### config.mk
export PLATFORM = sky130hd
export DESIGN_NAME = mqspq_ctrl
export DESIGN_NICKNAME = d
export VERILOG_FILES = /design/src/rtl/mqspq_pkg.sv /design/src/rtl/mqspq_ctrl.sv
export SDC_FILE = /design/constraint.sdc
export NUM_CORES = 1
export LEC_CHECK = 0
export ABC_AREA = 1
export BUFFER_PORTS_ARGS = -buffer_cell sky130_fd_sc_hd__buf_2
export CAP_MARGIN = 20
export CORE_AREA = 2 2 39 41
export CTS_CLUSTER_SIZE = 24
export DETAILED_ROUTE_END_ITERATION = 10
export DIE_AREA = 0 0 41 43
export PLACE_DENSITY_LB_ADDON = 0.2
export SLEW_MARGIN = 25
export SYNTH_ARGS = -nofsm -noshare
export SYNTH_HDL_FRONTEND = slang
export SYNTH_SLANG_ARGS = --single-unit
### constraint.sdc
create_clock -name clk_i -period 1.9 [get_ports clk_i]
set_input_delay 0.285 -clock clk_i [delete_from_list [all_inputs] [get_ports clk_i]]
set_output_delay 0.285 -clock clk_i [all_outputs]
set_load 0.01 [all_outputs]
### src/rtl/mqspq_pkg.sv
// Package for the multi-queue stable priority queue.
// Holds sizes, payload structs, status codes and controller types; no dependencies.
package mqspq_pkg;

  localparam int NUM_QUEUES    = 3;
  localparam int QUEUE_DEPTH   = 256;
  localparam int PRIORITY_BITS = 4;
  localparam int TICKET_BITS   = 16;

  localparam int QSEL_W = 2;
  localparam int QIDX_W = (NUM_QUEUES > 1) ? $clog2(NUM_QUEUES) : 1;
  localparam int IDX_W  = $clog2(QUEUE_DEPTH);
  localparam int CNT_W  = $clog2(QUEUE_DEPTH + 1);
  localparam int MEM_DEPTH = NUM_QUEUES * QUEUE_DEPTH;
  localparam int ADDR_W = $clog2(MEM_DEPTH);

  localparam logic FUNC_INSERT = 1'b0;
  localparam logic FUNC_REMOVE = 1'b1;

  typedef enum logic [1:0] {
    ST_OK    = 2'd0,
    ST_EMPTY = 2'd1,
    ST_FULL  = 2'd2
  } status_e;

  typedef struct packed {
    logic                     func;
    logic [QSEL_W-1:0]        queue_sel;
    logic [PRIORITY_BITS-1:0] priority_req;
  } in_data_t;

  typedef struct packed {
    logic [1:0]             status;
    logic [TICKET_BITS-1:0] ticket;
  } out_data_t;

  typedef struct packed {
    logic [PRIORITY_BITS-1:0] prio;
    logic [TICKET_BITS-1:0]   tick;
  } entry_t;

  typedef enum logic [2:0] {
    S_IDLE,
    S_DECODE,
    S_SCAN,
    S_SCAN_END,
    S_SHIFT_INIT,
    S_SHIFT,
    S_FINISH,
    S_RESP
  } state_e;

  typedef struct packed {
    logic load;
    logic set_err;
    logic ins_write;
    logic scan_start;
    logic scan_rd;
    logic shift_init;
    logic shift_rd;
    logic rm_done;
    logic out_load;
  } cmd_t;

  typedef struct packed {
    logic in_valid;
    logic bad_q;
    logic is_remove;
    logic full;
    logic empty;
    logic scan_last;
    logic shift_more;
    logic out_free;
  } sts_t;

  function automatic logic [ADDR_W-1:0] mem_addr(logic [QIDX_W-1:0] q,
                                                  logic [IDX_W-1:0] idx);
    logic [ADDR_W+QIDX_W+IDX_W-1:0] a;
    a = (ADDR_W+QIDX_W+IDX_W)'(q) * (ADDR_W+QIDX_W+IDX_W)'(QUEUE_DEPTH)
        + (ADDR_W+QIDX_W+IDX_W)'(idx);
    return a[ADDR_W-1:0];
  endfunction

endpackage

### src/rtl/mqspq_ctrl.sv
// Controller state machine for the multi-queue stable priority queue.
// Depends on mqspq_pkg; drives commands into mqspq_dp.
module mqspq_ctrl (
  input  logic             clk_i,
  input  logic             rst_ni,
  input  mqspq_pkg::sts_t  sts_i,
  output mqspq_pkg::cmd_t  cmd_o,
  output logic             in_stall_o
);

  mqspq_pkg::state_e state_q, state_d;

  always_ff @(posedge clk_i or negedge rst_ni) begin
    if (!rst_ni) begin
      state_q <= mqspq_pkg::S_IDLE;
    end else begin
      state_q <= state_d;
    end
  end

  always_comb begin
    state_d = state_q;
    unique case (state_q)
      mqspq_pkg::S_IDLE: begin
        if (sts_i.in_valid) state_d = mqspq_pkg::S_DECODE;
      end
      mqspq_pkg::S_DECODE: begin
        if (sts_i.bad_q || !sts_i.is_remove || sts_i.empty) begin
          state_d = mqspq_pkg::S_RESP;
        end else begin
          state_d = mqspq_pkg::S_SCAN;
        end
      end
      mqspq_pkg::S_SCAN: begin
        if (sts_i.scan_last) state_d = mqspq_pkg::S_SCAN_END;
      end
      mqspq_pkg::S_SCAN_END:   state_d = mqspq_pkg::S_SHIFT_INIT;
      mqspq_pkg::S_SHIFT_INIT: state_d = mqspq_pkg::S_SHIFT;
      mqspq_pkg::S_SHIFT: begin
        if (!sts_i.shift_more) state_d = mqspq_pkg::S_FINISH;
      end
      mqspq_pkg::S_FINISH:     state_d = mqspq_pkg::S_RESP;
      mqspq_pkg::S_RESP: begin
        if (sts_i.out_free) state_d = mqspq_pkg::S_IDLE;
      end
      default:                 state_d = mqspq_pkg::S_IDLE;
    endcase
  end

  always_comb begin
    cmd_o      = '0;
    in_stall_o = 1'b1;
    unique case (state_q)
      mqspq_pkg::S_IDLE: begin
        in_stall_o = 1'b0;
        cmd_o.load = sts_i.in_valid;
      end
      mqspq_pkg::S_DECODE: begin
        if (sts_i.bad_q || (sts_i.is_remove && sts_i.empty) ||
            (!sts_i.is_remove && sts_i.full)) begin
          cmd_o.set_err = 1'b1;
        end else if (!sts_i.is_remove) begin
          cmd_o.ins_write = 1'b1;
        end else begin
          cmd_o.scan_start = 1'b1;
        end
      end
      mqspq_pkg::S_SCAN:       cmd_o.scan_rd = 1'b1;
      mqspq_pkg::S_SCAN_END:   cmd_o = '0;
      mqspq_pkg::S_SHIFT_INIT: cmd_o.shift_init = 1'b1;
      mqspq_pkg::S_SHIFT:      cmd_o.shift_rd = sts_i.shift_more;
      mqspq_pkg::S_FINISH:     cmd_o.rm_done = 1'b1;
      mqspq_pkg::S_RESP:       cmd_o.out_load = sts_i.out_free;
      default:                 cmd_o = '0;
    endcase
  end

endmodule

-- Yosys cells after proc, flatten, opt, wreduce, memory -nomap -nowiden
Index checks and enable logic that the tools add are counted.
- bits of input ports: 10
- bits in registers: 3
- reduce and logical (&&, ||, !) cells: 9
- equal/unequal tests: 11
- muxes and demuxes: 18
- operators with widths (operator ; number):
    3-bit case mux with 8 select lines ; 1
    3-bit two-way mux ; 6
    3-bit == test (second input constant) ; 4
    1-bit two-way mux ; 10
    2-bit != test (second input constant) ; 4
    3-bit by 2-bit == test with 1-bit output (second input constant) ; 2
    1-bit logical OR ; 4
    4-bit AND reduction ; 1
    3-bit by 1-bit == test with 1-bit output (second input constant) ; 1
    3-bit zero test ; 1
    1-bit logical AND ; 2
    2-bit two-way mux ; 1
    1-bit zero test ; 1

-- Longest topological paths before layout
- depth in word-level cells: 5
- gate-level depth with buffers: 6

-- Worst setup path after synthesis
No wires, ideal clock.
- path kind: register to output
- start: register state_q[1]
- end: output port cmd_o[6] in the netlist's numbering
- setup slack: 0.565 ns
- arrival: 1.050 ns
- cell stages (with the launch flop): 6
- required time: 1.615 ns
- cell sequence: dfrtp_1 -> inv_2 -> nand2_2 -> nor2_1 -> inv_1 -> nor4_1
- RTL lines (what ; line ; RTL):
    from (decl) ; mqspq_ctrl.sv:11 ; mqspq_pkg::state_e state_q, state_d;
    from (signal assigned) ; mqspq_ctrl.sv:15 ; state_q <= mqspq_pkg::S_IDLE;
    from (signal assigned) ; mqspq_ctrl.sv:17 ; state_q <= state_d;
    to (decl) ; mqspq_ctrl.sv:7 ; output mqspq_pkg::cmd_t cmd_o,

==> implementation parameters <==
Parameter                              Value

Run status
  Status ... finished clean

Timing
  Transition at the pin with the smallest max-transition slack ... 0.370 ns
  Shortest period the worst path allows ... roughly 1.6 ns
  Post-Route Skew ... roughly 0.0011 ns
  Setup repair after global routing missed its margin ... no
  Final worst path period share ... 85.5%
  Slew margin rel. ... approximately three quarters
  Post-route worst hold slack ... 0.378 ns
  Setup total negative slack ... 0 ns
  Timing-limited maximum frequency ... 0.615 GHz
  Worst setup slack after layout ... about 0.28 ns
  Final Hold Violating Endpoints ... 0
  # setup viols final ... 0
  Final Max Tran Viols ... 0

Power
  Post-layout total power ... around 0.00060 W
  Static leakage ... around 0.29 nW
  Peak supply drop ... around 780 uV
  Part of the power in the clock network ... 18.5%
  Proportion of power drawn by combinational gates ... between 50% and 60%
  Pwr Density ... 1340 mW/mm^2
  Cell internal power dissipation ... 0.000312 W
  Switching share of total power ... 48.2%
  Switching power summed over all nets ... between 0.0002 and 0.0003 W
  Flop pwr share ... between 20 and 30%

Synthesis
  Count of mapped cells out of synthesis ... between 50 and 60
  Number of warnings printed during yosys synthesis ... 0
  Count of unique library cells instantiated by Yosys ... 15
  Total nets after synthesis ... 62
  Area of the mapped netlist ... between 300 and 400 sq um
  Register bit count reported by yosys ... 3
  Fraction of the yosys area taken by sequential cells ... 24.5%
  Synth Area per Inst ... roughly 6 sq um

Critical path
  Critical path origin ... state_q[0]
  Reg2Reg Depth ... 4
  Critical Path Slowest Stage Cell ... dfrtp_1
  Maximum cell stage delay along the critical path ... 0.55 ns
  Startpoint of the worst register-to-register path ... state_q[0]
  R2R Setup Slk ... roughly 0.77 ns
  Path type of the worst setup path ... flop to primary output
  Critical Path Sink Type ... primary output
  Category of the worst setup path launch point ... flop
  End of the worst register-to-register path ... state_q[2]
  Highest net fanout along the worst path ... 10
  Worst-path cell chain ... nand2_2 -> nor2_1 -> inv_1 -> nor4_1 -> buf_2
  Data arrival time of the critical path ... ~1.3 ns
  Data required time of the worst path ... 1.62 ns

Floorplanning
  Die Outline Area ... around 0.0018 sq mm
  Horizontal extent of the die ... around 41 um
  Die extent in y ... between 40 and 50 um
  Row count ... 14
  Effective utilization at floorplan ... 22.2%
  Total I/O pin count ... 20
  Core Box Area ... 0.00138 sq mm

Layout
  Register area ... around 75 sq um
  Number of cells in the finished layout apart from fillers ... roughly 90
  Largest registers in the final layout ... state_q x3
  Filler cell count in the final layout ... around 170
  Largest register FFs ... 3
  Leading cell types in the layout, fill and taps excluded ... buf_2, nand2_1, inv_1
  Fin nets ... 86
  Register with the most flip-flops ... state_q
  Area of the multi-input gates ... between 150 and 200 sq um
  Leading cell type in the layout, fill and taps excluded ... buf_2
  Antenna Diode Count ... 0
  Area overhead of the layout relative to synthesis ... 46.9%
  Ratio of cells with drive above 1 in the final layout ... 34.7%

Place
  Pre-CTS setup slack ... slightly above 0.5 ns
  Number of placed cells counting well taps ... 86
  Port-buffer cells ... 19
  HPWL after detailed placement ... ~640 um
  Global placer's final weighted congestion ... between 0.7 and 0.8

Clock network
  Clock transition at path regs ... 0.04 ns
  TritonCTS clock tree ... yes
  Maximum number of buffers from clock root to sink ... 2
  Worst-Skew Late Latency ... 0.23 ns
  Count of H-tree levels built during CTS ... 1
  Number of clock sinks seen by CTS ... 3
  Count of buffers added by post-CTS timing repair for setup ... 0
  Cell at the root of the clock tree ... clkbuf_4
  Number of buffers added by the clock tree synthesis step ... 3

Routing
  DRC ... 0
  Iteration-0 DRC Markers ... 2
  Wire length per cell after detailed routing ... 8.12 um
  Total number of vias ... between 300 and 400
  Routed WL ... 739 um
  Number of detailed-routing iterations run before antenna repair ... 2
  Routed vias/inst ... about 4.2
  Number of nets with antenna violations after routing ... 0

Global route
  Pin count of the biggest net entering global routing ... 11
  Overall overflow remaining after global route ... 0
  GR Util All Layers ... around 10%
  Antenna violations before repair ... 0
  Vias in the first global route ... around 340
  Wire length of the first global-routing pass ... 1200 um

Flow run
  Maximum capacitance violations ... 0

Worst hold path
  Path type of the worst min-delay path ... input port to asynchronous set/reset pin
-- power groups by stage --
stage / Sequential [W] / Combinational (W) / Clock [W]
3_5_place_dp: 0.000163 / 0.000333 / 0
5_1_grt: 0.000169 / 0.000383 / 0.000127
2_1_floorplan: 0.000123 / 0.000284 / 0
6_report: 0.000161 / 0.000330 / 0.000111
4_1_cts: 0.000162 / 0.000336 / 0.000117
3_3_place_gp: 0.000163 / 0.000336 / 0
-- cell usage after synthesis --
library cell	number	area, sq um
nand3_2	1	10.0
nor4_1	1	6.26
inv_1	12	45.0
nand3_1	3	15.0
o21a_1	2	15.0
buf_4	1	7.51
o21bai_1	1	7.51
inv_2	1	3.75
nor2_1	6	22.5
nor2_4	1	11.3
nand2_1	13	48.8
nor3_1	4	20.0
nand4_1	2	12.5
nand2_2	1	6.26
dfrtp_1	3	75.1
-- worst max path at each step --
stage,to,cells after the start,slack [ns]
after global placement,cmd_o[6],6,0.54
final,cmd_o[6],5,0.28
after global routing,cmd_o[6],5,0.16
after detailed placement,cmd_o[6],5,0.51
after floorplan,cmd_o[6],5,0.57
after CTS,cmd_o[6],5,0.25
-- per-stage QoR --
step / util, % / cell area, sq um
floorplan: - / 307
global placement: 29.9 / 414
detailed placement: 29.9 / 414
CTS: 32.5 / 450
global route: 32.5 / 450
finish: 32.5 / 450
-- cell families after synthesis --
family | count (synthesis) | synth area share, %
compound gates | 3 | 7.35
buf+inv | 14 | 18.4
flops | 3 | 24.5
simple gates | 32 | 49.8
-- routing by layer --
layer	vias to the layer above	track usage, %	part of all wire (%)
met3	0	3.14	6.6
li1	206	-	-
met5	-	0	0
met2	11	15.3	46
met4	0	4.00	0
met1	162	12.2	47
-- worst max-delay path: cells and delay by family, from the launching register on --
family | cells | cell delay (ns)
DFF | 1 | 0.55
and+or+nand+nor | 3 | 0.32
buffers and inverters | 2 | 0.22
-- final cells by class --
type / count / area share [%]
Clock buffer: 4 / 5.83
Tap cell: 16 / 4.44
Inverter: 13 / 10.8
Sequential cell: 3 / 16.7
Multi-Input combinational cell: 35 / 38.9
Timing Repair Buffer: 20 / 23.3
-- repair_timing --
item                      4_1_cts  5_1_grt
hold endpoints to repair        3        0
hold buffers                    1        0
resized for setup               0        0
(Power assumes the default switching activity.)
